### config.mk
export PLATFORM = sky130hd
export DESIGN_NAME = memory_region_table_lookup_core
export DESIGN_NICKNAME = d
export VERILOG_FILES = /design/src/design/mrt_pkg.sv /design/src/design/mrt_datapath.sv /design/src/design/mrt_ctrl.sv /design/src/design/memory_region_table_lookup_core.sv
export SDC_FILE = /design/constraint.sdc
export NUM_CORES = 2
export LEC_CHECK = 0
export BUFFER_PORTS_ARGS = -buffer_cell sky130_fd_sc_hd__buf_2
export CORE_UTILIZATION = 48
export DETAILED_ROUTE_END_ITERATION = 8
export GPL_TIMING_DRIVEN = 0
export PLACE_DENSITY = 0.66
export SETUP_SLACK_MARGIN = 0.3
export SLEW_MARGIN = 20
export SYNTH_ARGS = -nofsm -noshare
export SYNTH_HDL_FRONTEND = slang
export SYNTH_SLANG_ARGS = --single-unit
### constraint.sdc
create_clock -name aclk -period 12.4 [get_ports aclk]
set_input_delay 1.24 -clock aclk [delete_from_list [all_inputs] [get_ports aclk]]
set_output_delay 1.24 -clock aclk [all_outputs]
set_load 0.03 [all_outputs]
### src/design/mrt_pkg.sv
`default_nettype none
// ---------------------------------------------------------------------------
// mrt_pkg - shared types for the memory region table lookup core
// Result codes, controller/datapath command and status bundles, result
// field layout and the contract decode.
// ---------------------------------------------------------------------------
package mrt_pkg;

    localparam int S_TDATA_W = 208;
    localparam int M_TDATA_W = 24;
    localparam int RES_W     = 20;

    localparam logic [2:0] STAT_INSERTED = 3'd0;
    localparam logic [2:0] STAT_EMPTY    = 3'd1;
    localparam logic [2:0] STAT_FULL     = 3'd2;
    localparam logic [2:0] STAT_HIT      = 3'd3;
    localparam logic [2:0] STAT_MISS     = 3'd4;

    localparam logic [1:0] RSEL_SCAN  = 2'd0;
    localparam logic [1:0] RSEL_SHIFT = 2'd1;
    localparam logic [1:0] RSEL_MID   = 2'd2;

    localparam logic [1:0] RSRC_ZERO = 2'd0;
    localparam logic [1:0] RSRC_NEW  = 2'd1;
    localparam logic [1:0] RSRC_HIT  = 2'd2;

    localparam logic [2:0] KIND_DYN_EXEC  = 3'd3;
    localparam logic [2:0] KIND_MOD_CAND  = 3'd4;

    typedef struct packed {
        logic       capture;
        logic       scan_clr;
        logic       scan_inc;
        logic       set_pos;
        logic       shift_init;
        logic       shift_dec;
        logic       rd_en;
        logic [1:0] rd_sel;
        logic       wr_shift;
        logic       wr_new;
        logic       lk_init;
        logic       lk_step;
        logic       set_res;
        logic [1:0] res_src;
        logic [2:0] res_status;
        logic       out_load;
    } mrt_cmd_t;

    typedef struct packed {
        logic is_lookup;
        logic empty_range;
        logic table_full;
        logic scan_end;
        logic scan_past;
        logic shift_end;
        logic lk_end;
        logic lk_hit;
        logic out_free;
    } mrt_sts_t;

    // first member sits in the top bits
    typedef struct packed {
        logic       write_violation;
        logic       exec_violation;
        logic       may_retarget_edges;
        logic       may_drift_symbols;
        logic       may_change_perms;
        logic       may_become_exec;
        logic [2:0] seen_perms;
        logic [2:0] declared_perms;
        logic [2:0] kind_out;
        logic [4:0] region_number;
    } res_t;

    function automatic res_t make_res(input logic [4:0] id, input logic [2:0] kind,
                                      input logic [2:0] decl, input logic [2:0] seen);
        res_t r;
        logic both;
        logic loose;
        both  = (kind == KIND_DYN_EXEC) || (kind == KIND_MOD_CAND);
        loose = (kind >= KIND_DYN_EXEC);
        r.region_number      = id;
        r.kind_out           = kind;
        r.declared_perms     = decl;
        r.seen_perms         = seen;
        r.may_become_exec    = both;
        r.may_change_perms   = both;
        r.may_drift_symbols  = loose;
        r.may_retarget_edges = loose;
        r.exec_violation     = !decl[0] && seen[0];
        r.write_violation    = !decl[1] && seen[1];
        return r;
    endfunction

endpackage
`default_nettype wire

### src/design/mrt_datapath.sv
`default_nettype none
// ---------------------------------------------------------------------------
// mrt_datapath - region table storage and search datapath
// Holds the captured beat, the sorted start/end/attribute memories, the
// scan, shift and binary search indices, and the result register.
// ---------------------------------------------------------------------------
module mrt_datapath
    import mrt_pkg::*;
#(
    parameter int MAX_REGIONS = 16
) (
    input  wire logic                 aclk,
    input  wire logic                 aresetn,
    input  wire logic [S_TDATA_W-1:0] s_tdata,
    input  wire logic                 s_tuser,
    input  wire mrt_cmd_t             cmd,
    output mrt_sts_t                  sts,
    output logic                      m_tvalid,
    input  wire logic                 m_tready,
    output logic [M_TDATA_W-1:0]      m_tdata,
    output logic [2:0]                m_tuser
);

    localparam int AW     = $clog2(MAX_REGIONS);
    localparam int CW     = $clog2(MAX_REGIONS + 1);
    localparam int ATTR_W = CW + 9;

    logic              act_reg;
    logic [63:0]       start_reg;
    logic [63:0]       end_reg;
    logic [2:0]        kind_reg;
    logic [2:0]        decl_reg;
    logic [2:0]        seen_reg;
    logic [63:0]       addr_reg;

    logic [CW-1:0]     count_reg;
    logic [CW-1:0]     idx_reg;
    logic [CW-1:0]     pos_reg;
    logic [CW-1:0]     j_reg;
    logic [CW-1:0]     lo_reg;
    logic [CW-1:0]     hi_reg;

    logic [63:0]       start_mem [MAX_REGIONS];
    logic [63:0]       end_mem   [MAX_REGIONS];
    logic [ATTR_W-1:0] attr_mem  [MAX_REGIONS];
    logic [63:0]       rd_start_reg;
    logic [63:0]       rd_end_reg;
    logic [ATTR_W-1:0] rd_attr_reg;

    res_t              pend_res_reg;
    logic [2:0]        pend_stat_reg;
    res_t              out_res_reg;
    logic [2:0]        out_stat_reg;
    logic              out_valid_reg;

    logic [CW-1:0]     count_inc;
    logic [CW-1:0]     j_dec;
    logic [CW:0]       mid_sum;
    logic [CW-1:0]     mid;
    logic [AW-1:0]     rd_addr;
    logic [AW-1:0]     wr_addr;
    logic [ATTR_W-1:0] new_attr;
    res_t              res_next;

    assign count_inc = count_reg + {{(CW-1){1'b0}}, 1'b1};
    assign j_dec     = j_reg - {{(CW-1){1'b0}}, 1'b1};
    assign mid_sum   = {1'b0, lo_reg} + {1'b0, hi_reg} - {{CW{1'b0}}, 1'b1};
    assign mid       = mid_sum[CW:1];
    assign new_attr  = {count_inc, kind_reg, decl_reg, seen_reg};
    assign wr_addr   = cmd.wr_new ? pos_reg[AW-1:0] : j_reg[AW-1:0];

    always_comb begin
        unique case (cmd.rd_sel)
            RSEL_SCAN:  rd_addr = idx_reg[AW-1:0];
            RSEL_SHIFT: rd_addr = j_dec[AW-1:0];
            RSEL_MID:   rd_addr = mid[AW-1:0];
            default:    rd_addr = idx_reg[AW-1:0];
        endcase
    end

    always_comb begin
        case (cmd.res_src)
            RSRC_NEW: res_next = make_res(5'(count_inc), kind_reg, decl_reg, seen_reg);
            RSRC_HIT: res_next = make_res(5'(rd_attr_reg[ATTR_W-1:9]), rd_attr_reg[8:6],
                                          rd_attr_reg[5:3], rd_attr_reg[2:0]);
            default:  res_next = '0;
        endcase
    end

    always_ff @(posedge aclk) begin
        if (cmd.capture) begin
            act_reg   <= s_tuser;
            start_reg <= s_tdata[63:0];
            end_reg   <= s_tdata[127:64];
            kind_reg  <= s_tdata[130:128];
            decl_reg  <= {s_tdata[131], s_tdata[132], s_tdata[133]};
            seen_reg  <= {s_tdata[134], s_tdata[135], s_tdata[136]};
            addr_reg  <= s_tdata[200:137];
        end
        if (cmd.rd_en) begin
            rd_start_reg <= start_mem[rd_addr];
            rd_end_reg   <= end_mem[rd_addr];
            rd_attr_reg  <= attr_mem[rd_addr];
        end
        if (cmd.wr_new) begin
            start_mem[wr_addr] <= start_reg;
            end_mem[wr_addr]   <= end_reg;
            attr_mem[wr_addr]  <= new_attr;
        end else if (cmd.wr_shift) begin
            start_mem[wr_addr] <= rd_start_reg;
            end_mem[wr_addr]   <= rd_end_reg;
            attr_mem[wr_addr]  <= rd_attr_reg;
        end
        if (cmd.scan_clr) begin
            idx_reg <= '0;
        end else if (cmd.scan_inc) begin
            idx_reg <= idx_reg + {{(CW-1){1'b0}}, 1'b1};
        end
        if (cmd.set_pos) begin
            pos_reg <= idx_reg;
        end
        if (cmd.shift_init) begin
            j_reg <= count_reg;
        end else if (cmd.shift_dec) begin
            j_reg <= j_dec;
        end
        if (cmd.lk_init) begin
            lo_reg <= '0;
            hi_reg <= count_reg;
        end else if (cmd.lk_step) begin
            if (addr_reg < rd_start_reg) begin
                hi_reg <= mid;
            end else begin
                lo_reg <= mid + {{(CW-1){1'b0}}, 1'b1};
            end
        end
        if (cmd.set_res) begin
            pend_res_reg  <= res_next;
            pend_stat_reg <= cmd.res_status;
        end
        if (cmd.out_load) begin
            out_res_reg  <= pend_res_reg;
            out_stat_reg <= pend_stat_reg;
        end
    end

    always_ff @(posedge aclk) begin
        if (!aresetn) begin
            count_reg     <= '0;
            out_valid_reg <= 1'b0;
        end else begin
            if (cmd.wr_new) begin
                count_reg <= count_inc;
            end
            if (cmd.out_load) begin
                out_valid_reg <= 1'b1;
            end else if (m_tready) begin
                out_valid_reg <= 1'b0;
            end
        end
    end

    assign sts.is_lookup   = act_reg;
    assign sts.empty_range = start_reg >= end_reg;
    assign sts.table_full  = count_reg == CW'(MAX_REGIONS);
    assign sts.scan_end    = idx_reg == count_reg;
    assign sts.scan_past   = rd_start_reg > start_reg;
    assign sts.shift_end   = j_reg == pos_reg;
    assign sts.lk_end      = lo_reg >= hi_reg;
    assign sts.lk_hit      = (addr_reg >= rd_start_reg) && (addr_reg < rd_end_reg);
    assign sts.out_free    = !out_valid_reg || m_tready;

    assign m_tvalid = out_valid_reg;
    assign m_tdata  = {{(M_TDATA_W-RES_W){1'b0}}, out_res_reg};
    assign m_tuser  = out_stat_reg;

endmodule
`default_nettype wire

### src/design/mrt_ctrl.sv
`default_nettype none
// ---------------------------------------------------------------------------
// mrt_ctrl - region table sequencing controller
// Steps one beat at a time through the insert scan and shift or the
// binary search, then hands the result to the output register.
// ---------------------------------------------------------------------------
module mrt_ctrl
    import mrt_pkg::*;
(
    input  wire logic     aclk,
    input  wire logic     aresetn,
    input  wire logic     s_tvalid,
    output logic          s_tready,
    input  wire mrt_sts_t sts,
    output mrt_cmd_t      cmd
);

    localparam logic [3:0] ST_IDLE     = 4'd0;
    localparam logic [3:0] ST_CHECK    = 4'd1;
    localparam logic [3:0] ST_SCAN_RD  = 4'd2;
    localparam logic [3:0] ST_SCAN_CMP = 4'd3;
    localparam logic [3:0] ST_SHIFT_RD = 4'd4;
    localparam logic [3:0] ST_SHIFT_WR = 4'd5;
    localparam logic [3:0] ST_LK_RD    = 4'd6;
    localparam logic [3:0] ST_LK_CMP   = 4'd7;
    localparam logic [3:0] ST_DONE     = 4'd8;

    logic [3:0] state_reg;
    logic [3:0] state_next;

    always_comb begin
        cmd        = '0;
        state_next = state_reg;
        s_tready   = 1'b0;
        unique case (state_reg)
            ST_IDLE: begin
                s_tready = 1'b1;
                if (s_tvalid) begin
                    cmd.capture = 1'b1;
                    state_next  = ST_CHECK;
                end
            end
            ST_CHECK: begin
                if (sts.is_lookup) begin
                    cmd.lk_init = 1'b1;
                    state_next  = ST_LK_RD;
                end else if (sts.empty_range) begin
                    cmd.set_res    = 1'b1;
                    cmd.res_src    = RSRC_ZERO;
                    cmd.res_status = STAT_EMPTY;
                    state_next     = ST_DONE;
                end else if (sts.table_full) begin
                    cmd.set_res    = 1'b1;
                    cmd.res_src    = RSRC_ZERO;
                    cmd.res_status = STAT_FULL;
                    state_next     = ST_DONE;
                end else begin
                    cmd.scan_clr = 1'b1;
                    state_next   = ST_SCAN_RD;
                end
            end
            ST_SCAN_RD: begin
                if (sts.scan_end) begin
                    cmd.set_pos    = 1'b1;
                    cmd.shift_init = 1'b1;
                    state_next     = ST_SHIFT_RD;
                end else begin
                    cmd.rd_en  = 1'b1;
                    cmd.rd_sel = RSEL_SCAN;
                    state_next = ST_SCAN_CMP;
                end
            end
            ST_SCAN_CMP: begin
                if (sts.scan_past) begin
                    cmd.set_pos    = 1'b1;
                    cmd.shift_init = 1'b1;
                    state_next     = ST_SHIFT_RD;
                end else begin
                    cmd.scan_inc = 1'b1;
                    state_next   = ST_SCAN_RD;
                end
            end
            ST_SHIFT_RD: begin
                if (sts.shift_end) begin
                    cmd.wr_new     = 1'b1;
                    cmd.set_res    = 1'b1;
                    cmd.res_src    = RSRC_NEW;
                    cmd.res_status = STAT_INSERTED;
                    state_next     = ST_DONE;
                end else begin
                    cmd.rd_en  = 1'b1;
                    cmd.rd_sel = RSEL_SHIFT;
                    state_next = ST_SHIFT_WR;
                end
            end
            ST_SHIFT_WR: begin
                cmd.wr_shift  = 1'b1;
                cmd.shift_dec = 1'b1;
                state_next    = ST_SHIFT_RD;
            end
            ST_LK_RD: begin
                if (sts.lk_end) begin
                    cmd.set_res    = 1'b1;
                    cmd.res_src    = RSRC_ZERO;
                    cmd.res_status = STAT_MISS;
                    state_next     = ST_DONE;
                end else begin
                    cmd.rd_en  = 1'b1;
                    cmd.rd_sel = RSEL_MID;
                    state_next = ST_LK_CMP;
                end
            end
            ST_LK_CMP: begin
                if (sts.lk_hit) begin
                    cmd.set_res    = 1'b1;
                    cmd.res_src    = RSRC_HIT;
                    cmd.res_status = STAT_HIT;
                    state_next     = ST_DONE;
                end else begin
                    cmd.lk_step = 1'b1;
                    state_next  = ST_LK_RD;
                end
            end
            ST_DONE: begin
                if (sts.out_free) begin
                    cmd.out_load = 1'b1;
                    state_next   = ST_IDLE;
                end
            end
            default: begin
                state_next = ST_IDLE;
            end
        endcase
    end

    always_ff @(posedge aclk) begin
        if (!aresetn) begin
            state_reg <= ST_IDLE;
        end else begin
            state_reg <= state_next;
        end
    end

endmodule
`default_nettype wire

### src/design/memory_region_table_lookup_core.sv
`default_nettype none
// ---------------------------------------------------------------------------
// memory_region_table_lookup_core - sorted address region table
// Lookup: binary search, ending in a hit at probe P or a miss after P probes
//   (P <= 5 with 16 regions), one registered read each.
// Insert: S entries scanned for the sorted position, M moved up one slot.
//   Empty-range and full-table inserts are rejected.
// One beat in flight; next beat taken the cycle after the result is loaded.
// Reset (aresetn low, synchronous) empties the table; no clearing pass.
// ---------------------------------------------------------------------------
module memory_region_table_lookup_core
    import mrt_pkg::*;
#(
    parameter int MAX_REGIONS = 16
) (
    input  wire logic                 aclk,
    input  wire logic                 aresetn,
    input  wire logic                 s_tvalid,
    output logic                      s_tready,
    // region_start[63:0], region_end[127:64], region_kind[130:128], decl_read[131],
    // decl_write[132], decl_exec[133], seen_read[134], seen_write[135],
    // seen_exec[136], lookup_addr[200:137], zero pad
    input  wire logic [S_TDATA_W-1:0] s_tdata,
    // action
    input  wire logic                 s_tuser,
    output logic                      m_tvalid,
    input  wire logic                 m_tready,
    // region_number[4:0], kind_out[7:5], declared_perms[10:8], seen_perms[13:11],
    // may_become_exec[14], may_change_perms[15], may_drift_symbols[16],
    // may_retarget_edges[17], exec_violation[18], write_violation[19], zero pad
    output logic [M_TDATA_W-1:0]      m_tdata,
    // status
    output logic [2:0]                m_tuser
);

    mrt_cmd_t cmd;
    mrt_sts_t sts;

    mrt_ctrl u_ctrl (
        .aclk     (aclk),
        .aresetn  (aresetn),
        .s_tvalid (s_tvalid),
        .s_tready (s_tready),
        .sts      (sts),
        .cmd      (cmd)
    );

    mrt_datapath #(
        .MAX_REGIONS (MAX_REGIONS)
    ) u_datapath (
        .aclk     (aclk),
        .aresetn  (aresetn),
        .s_tdata  (s_tdata),
        .s_tuser  (s_tuser),
        .cmd      (cmd),
        .sts      (sts),
        .m_tvalid (m_tvalid),
        .m_tready (m_tready),
        .m_tdata  (m_tdata),
        .m_tuser  (m_tuser)
    );

    a_status_code: assert property (@(posedge aclk) disable iff (!aresetn)
        m_tvalid |-> (m_tuser == STAT_INSERTED || m_tuser == STAT_EMPTY ||
                      m_tuser == STAT_FULL || m_tuser == STAT_HIT || m_tuser == STAT_MISS))
        else $error("result beat carries an unknown status");

    a_zero_fields: assert property (@(posedge aclk) disable iff (!aresetn)
        (m_tvalid && (m_tuser == STAT_EMPTY || m_tuser == STAT_FULL ||
                      m_tuser == STAT_MISS)) |-> (m_tdata == '0))
        else $error("reject or miss result carries non-zero fields");

    a_one_in_flight: assert property (@(posedge aclk) disable iff (!aresetn)
        (s_tvalid && s_tready) |=> !s_tready)
        else $error("input taken while a beat is still being processed");

endmodule
`default_nettype wire
# ---- Yosys cells after proc, flatten, opt, wreduce, memory -nomap -nowiden
# Memories as Yosys holds them, arrays and structs flattened. A register that Yosys moved wholly into a read port is not among the register bits.
# Cells that the tools add are included.
# Widths: inputs -> output; s select.
dict set report word_totals {
  reg_bits 283
  mem_bits_rw 2272
  in_bits 213
  out_inout_bits 29
  mem_count 3
}
dict set report op_classes {
  n_addsub 6
  order_cmp 8
  eq_ne 21
  mux 61
  bitwise_logic 4
  n_reduce_logical 21
}
# name words width read_ports rd_ports_with_merged_regs write_ports line_no
set mem_list {}
lappend mem_list {u_datapath.end_mem 16 64 1 1 1 mrt_datapath.sv:44} ;# logic [63:0] end_mem [MAX_REGIONS];
lappend mem_list {u_datapath.start_mem 16 64 1 1 1 mrt_datapath.sv:43} ;# logic [63:0] start_mem [MAX_REGIONS];
lappend mem_list {u_datapath.attr_mem 16 14 1 1 1 mrt_datapath.sv:45} ;# logic [ATTR_W-1:0] attr_mem [MAX_REGIONS];
# cell count
set op_table {}
lappend op_table {{$ge 64x64->1} 2}
lappend op_table {{$lt 64x64->1} 2}
lappend op_table {{$mux 64} 2}
lappend op_table {{$gt 64x64->1} 1}
lappend op_table {{$pmux 20 s2} 1}
lappend op_table {{$mux 4} 9}
lappend op_table {{$mux 6} 6}
lappend op_table {{$pmux 4 s9} 1}
lappend op_table {{$mux 1} 25}
lappend op_table {{$mux 5} 5}
lappend op_table {{$pmux 6 s4} 1}
lappend op_table {{$eq 4x3->1 const B} 4}
lappend op_table {{$add 5x1->5 const B} 3}
lappend op_table {{$mux 3} 5}
lappend op_table {{$mux 14} 1}
lappend op_table {{$eq 5x5->1} 2}
lappend op_table {{$pmux 3 s3} 1}
lappend op_table {{$eq 4x2->1 const B} 2}
lappend op_table {{$pmux 4 s2} 1}
lappend op_table {{$reduce_bool 2->1} 4}
lappend op_table {{$add 5x5->6} 1}
lappend op_table {{$eq 3x2->1 const B} 2}
lappend op_table {{$eq 3x3->1 const B} 2}
lappend op_table {{$ge 3x2->1 const B} 2}
lappend op_table {{18 further kinds} 36}

# ---- Depth between registers and ports, before layout
dict set report logic_depth {
  ltp_word 7
  ltp_mapped 20
  mapped_depth_nobuf 17
}

# ---- Hierarchy
# From an unflattened synthesis, not the netlist that was laid out.
dict set report unflattened {
  cells_unflattened 5728
  area_unflattened_um2 108783.1
}
# module instances cells_each area_each_um2 seq_area_each_um2
set modules_own_cells {}
lappend modules_own_cells {mrt_datapath 1 5661 108273.8 80587.3}
lappend modules_own_cells {mrt_ctrl 1 67 509.2 80.1}

# ---- Least setup slack after synthesis
# Ideal clock, no wire load.
dict set report synth_timing {
  kind {register to register}
  start {reg u_datapath.j_reg[2]}
  end {mem u_datapath.attr_mem[1][0] in the netlist's numbering (enable)}
  setup_ps 817
  t_arrival_ps 11170
  required_ps 11583
  slack_ps 413
  stages_incl_launch_ff 10
  path_buffers 2
  period_less_slack_ps 11987
  cell_sequence {edfxtp_1 > clkbuf_1 > xor2_1 > nor3_1 > nand3_1 > nand2b_1 > clkbuf_1 > nand2_1 > nand3_1 > nor3_1}
}
dict set report synth_between {
  elab_chain_len 6
  word_cells_on_any_way 9
  classes_between {1 x eq/ne; 7 x mux; 1 x bitwise}
}
# item line_no
set synth_rtl {}
lappend synth_rtl {{start: declaration} mrt_datapath.sv:39} ;# logic [CW-1:0] j_reg;
lappend synth_rtl {{start signal: assignment} mrt_datapath.sv:123} ;# j_reg <= count_reg;
lappend synth_rtl {{start signal: assignment} mrt_datapath.sv:125} ;# j_reg <= j_dec;
lappend synth_rtl {{$eq 5x5->1} mrt_datapath.sv:168} ;# assign sts.shift_end = j_reg == pos_reg;
lappend synth_rtl {{$mux 1} mrt_ctrl.sv:84} ;# if (sts.shift_end) begin
lappend synth_rtl {{$mux 1} mrt_ctrl.sv:35} ;# unique case (state_reg)
lappend synth_rtl {{$mux 1} mrt_datapath.sv:105} ;# if (cmd.wr_new) begin
lappend synth_rtl {{$mux 1 (on tied branches)} {mrt_datapath.sv:108, mrt_datapath.sv:112}}
lappend synth_rtl {{$or 1x1->1 (no line)} n/a}
lappend synth_rtl {{end: declaration} mrt_datapath.sv:45}
# Several ways; a longest one is shown, not always the timed one.

# ---- Worst setup path in the final report
dict set report layout_timing {
  start {reg u_datapath.hi_reg[0]}
  end {reg u_datapath.rd_start_reg[63] (read register of u_datapath.start_mem), data pin}
}
dict set report layout_between {
  elab_chain_len 5
  word_cells_on_any_way 8
  classes_between {2 x add/sub; 1 x order compare; 2 x eq/ne; 3 x mux}
}
# item line_no
set layout_rtl {}
lappend layout_rtl {{start: declaration} mrt_datapath.sv:41} ;# logic [CW-1:0] hi_reg;
lappend layout_rtl {{start signal: assignment} mrt_datapath.sv:129} ;# hi_reg <= count_reg;
lappend layout_rtl {{start signal: assignment} mrt_datapath.sv:132} ;# hi_reg <= mid;
lappend layout_rtl {{parallel branches: the longest is 5 deep, another holds $add 5x5->6} n/a}
lappend layout_rtl {{end: declaration} mrt_datapath.sv:46} ;# logic [63:0] rd_start_reg;
# Parallel ways; which one is timed is not known.
# A chain may end at the register's enable or synchronous reset.

==> results by group <==
Hold path
  • Hold Startpoint: u_datapath.pend_stat_reg[2]
  • Worst Hold Class: register to register
  • Hold depth: 0
  • Hold EP: u_datapath.m_tuser[2]

Placement
  • Setup WS pre-CTS: 6230 ps
  • Number of I/O port buffers: 230
  • Post-detail-place hpwl: 212 mm
  • Dpl cell area: 117000 um^2
  • Gpl congestion: 0.878

STA
  • Post-route setup slack: 6130 ps
  • Worst Clk Skew: 61.6 ps
  • Normalized max-slew margin: 16.1%
  • Min cycle time layout: 6270 ps
  • Setup-failing EPs final: 0
  • Post-route clock period utilization: 50.6%
  • RSZ-0062 raised after global routing: no
  • Fin. Hold Viols: 0
  • Worst-margin pin slew: 1260 ps
  • Final hold slack: 412 ps
  • Highest clock rate: 159 MHz
  • Sum Neg Setup Slack: 0 ps
  • Max-slew violation count: 0

Clock network
  • CTS Buffer Depth: 4
  • H-tree depth: 5
  • Clock transition at the registers of the reported paths: 60 ps
  • Clk root buf: clkbuf_16
  • Clock Sinks: 2693
  • CTS buffer count: 291
  • # resized after CTS: 0
  • Clk_lat worst skew: 950 ps
  • Post-CTS setup repair buffer count: 0
  • Post-CTS Hold Buffers: 0
  • CTS tree: yes

Global route
  • Initial antenna violation count: 13
  • Largest net degree at the start of global routing: 67
  • Congestion Overflow GR: 0
  • Global-route wire length before repair: 430 mm
  • Via count of the first global-routing pass: 58648
  • Gr usage total: 26.8%

Route
  • DRC viols: 0
  • Routed WL: 306 mm
  • ANT nets after route: 0
  • First-pass detailed-route iteration total: 5
  • Via count: 59412
  • Iter 0 DRT Violations: 7384
  • Wirelength per Cell: 31.5 um
  • DR vias/cell: 6.13

Floorplanning
  • # IOs: 242
  • Die height: 476 um
  • Die ar.: 227000 um^2
  • Initial core utilization: 48.4%
  • Core area: 223000 um^2
  • Die W: 476 um
  • Std cell rows: 173

Synthesis
  • Post-Syn Area: 108000 um^2
  • Yosys warning total: 0
  • Ys flop type: edfxtp_1
  • Synth Instances: 5736
  • Mapped Avg Cell Area: 18.8 um^2
  • Post-synth EDFFs: 2673
  • Sequential fraction of the synthesis area: 74.7%
  • Post-synth cell types: 67
  • Asr flop ratio synth: 0%
  • #FFs+latches synth: 2693

Critical path
  • Startpoint Class: register
  • WS Path Type: register to register
  • CP arrival: 6880 ps
  • Critical Path RT: 13010 ps
  • CP endpoint kind: register
  • R2R setup slack: 6130 ps
  • Reg-to-reg endpoint: u_datapath.rd_start_reg[63]
  • Reg2reg path depth: 20
  • Reg-to-reg critical path startpoint: u_datapath.hi_reg[0]
  • Max FO, Critical Path: 11

Cells and area
  • Layout net count: 7004
  • Design Area, Final: 126000 um^2
  • Reg area: 80700 um^2
  • Most common cell after layout, fill and taps aside: edfxtp_1
  • Top flop regs: u_datapath.end_mem: 1024 flops, u_datapath.start_mem: 1024 flops, u_datapath.attr_mem: 224 flops
  • Layout fillers: 16730
  • P&R area growth vs syn: 16.6%
  • Area of the multi-input gates: 25300 um^2
  • Share of layout cells above drive strength 1: 23.6%
  • Most frequent cells in the layout: edfxtp_1, mux4_2, nand2_1

Pwr
  • Power per cell area: 213 nW/um^2
  • Worst vdd ir: 0.189 mV
  • Leakage: 0.0421 uW

Job
  • Maxcap violations: 0

Run status
  • Status: finished, final reports clean
==> layer usage <==
metal	routed length, um	up-vias	GRT usage, %
met3	32900	634	6.48
li1	-	24533	-
met1	118000	30844	37.1
met2	140000	3391	40.4
met5	74	-	0
met4	14900	10	12.1
==> worst max-delay path, stage by stage (launching register included) <==
cell      delay [ps]
edfxtp_1         350
inv_1             50
ha_1             270
a21oi_1           60
o21ai_0          160
nand2b_1          90
a21oi_1          150
nor2_1            60
or3_1            420
inv_1             90
ha_1             220
buf_2            170
o21ai_0          150
buf_2            550
clkbuf_2         620
clkbuf_2         530
buf_8            230
clkbuf_1         600
mux4_2           350
nand2_1           60
a31oi_1          760
==> kinds of logic (layout without fill, tap and decap cells) <==
logic type | Yosys count | after routing | share of synthesized area (%)
AOI/OAI and AO/OA | 673 | 673 | 3.89
xor gates and xnor gates | 29 | 29 | 0.235
adders and majority gates | 279 | 279 | 3.24
buffers and inverters | 565 | 1546 | 2.09
DFF | 2693 | 2693 | 74.7
muxes | 580 | 580 | 12.0
other | 1 | 8 | 0.00347
and+or+nand+nor | 916 | 916 | 3.86
==> layout make-up <==
cell class | count | area share (%)
flip-flops and latches | 2693 | 64.1
multi-input cells | 2481 | 20.1
clock buffers | 351 | 6.08
repair buffers | 480 | 4.06
well taps | 2975 | 2.96
clock inverters | 150 | 0.974
plain buffers | 272 | 0.937
inverters | 293 | 0.873
diodes | 4 | 0.00795
==> worst max path at each step <==
stage | from | end | slack, ps | depth (start not counted)
2_1_floorplan | u_datapath.j_reg[2] | u_datapath.attr_mem[1][0] | 410 | 9
3_3_place_gp | u_datapath.j_reg[2] | u_datapath.start_mem[0][49] | -12960 | 9
3_5_place_dp | u_datapath.hi_reg[0] | u_datapath.rd_start_reg[63] | 6230 | 20
4_1_cts | u_datapath.hi_reg[0] | u_datapath.rd_start_reg[63] | 6210 | 20
5_1_grt | u_datapath.lo_reg[1] | u_datapath.rd_start_reg[63] | 6000 | 20
6_report | u_datapath.hi_reg[0] | u_datapath.rd_start_reg[63] | 6130 | 20
==> power by group <==
part	total, uW	switching [uW]	internal [uW]
sequential	11900	489	11400
clock	8260	3490	4760
combinational	6630	4190	2430
total	26800	8180	18600
==> cells in the mapped netlist, types with 80 or more instances <==
cell	instances	area (um^2)
a31oi_1	146	913
a211oi_1	154	1160
edfxtp_1	2673	80300
ha_1	278	3480
clkbuf_1	195	732
mux4_2	568	12800
o21ai_0	178	891
nor2_1	80	300
nand2_1	540	2030
and2_1	143	895
a21oi_1	107	536
inv_1	293	1100
==> through the flow <==
step	cells	power, uW	util (%)
floorplan	5739	16000	-
global placement	8944	18500	50.6
detailed placement	9194	18600	52.5
CTS	9695	26800	56.5
global route	9695	27700	56.5
finish	9699	26800	56.5
No activity file was read; power rests on OpenSTA's default activity.
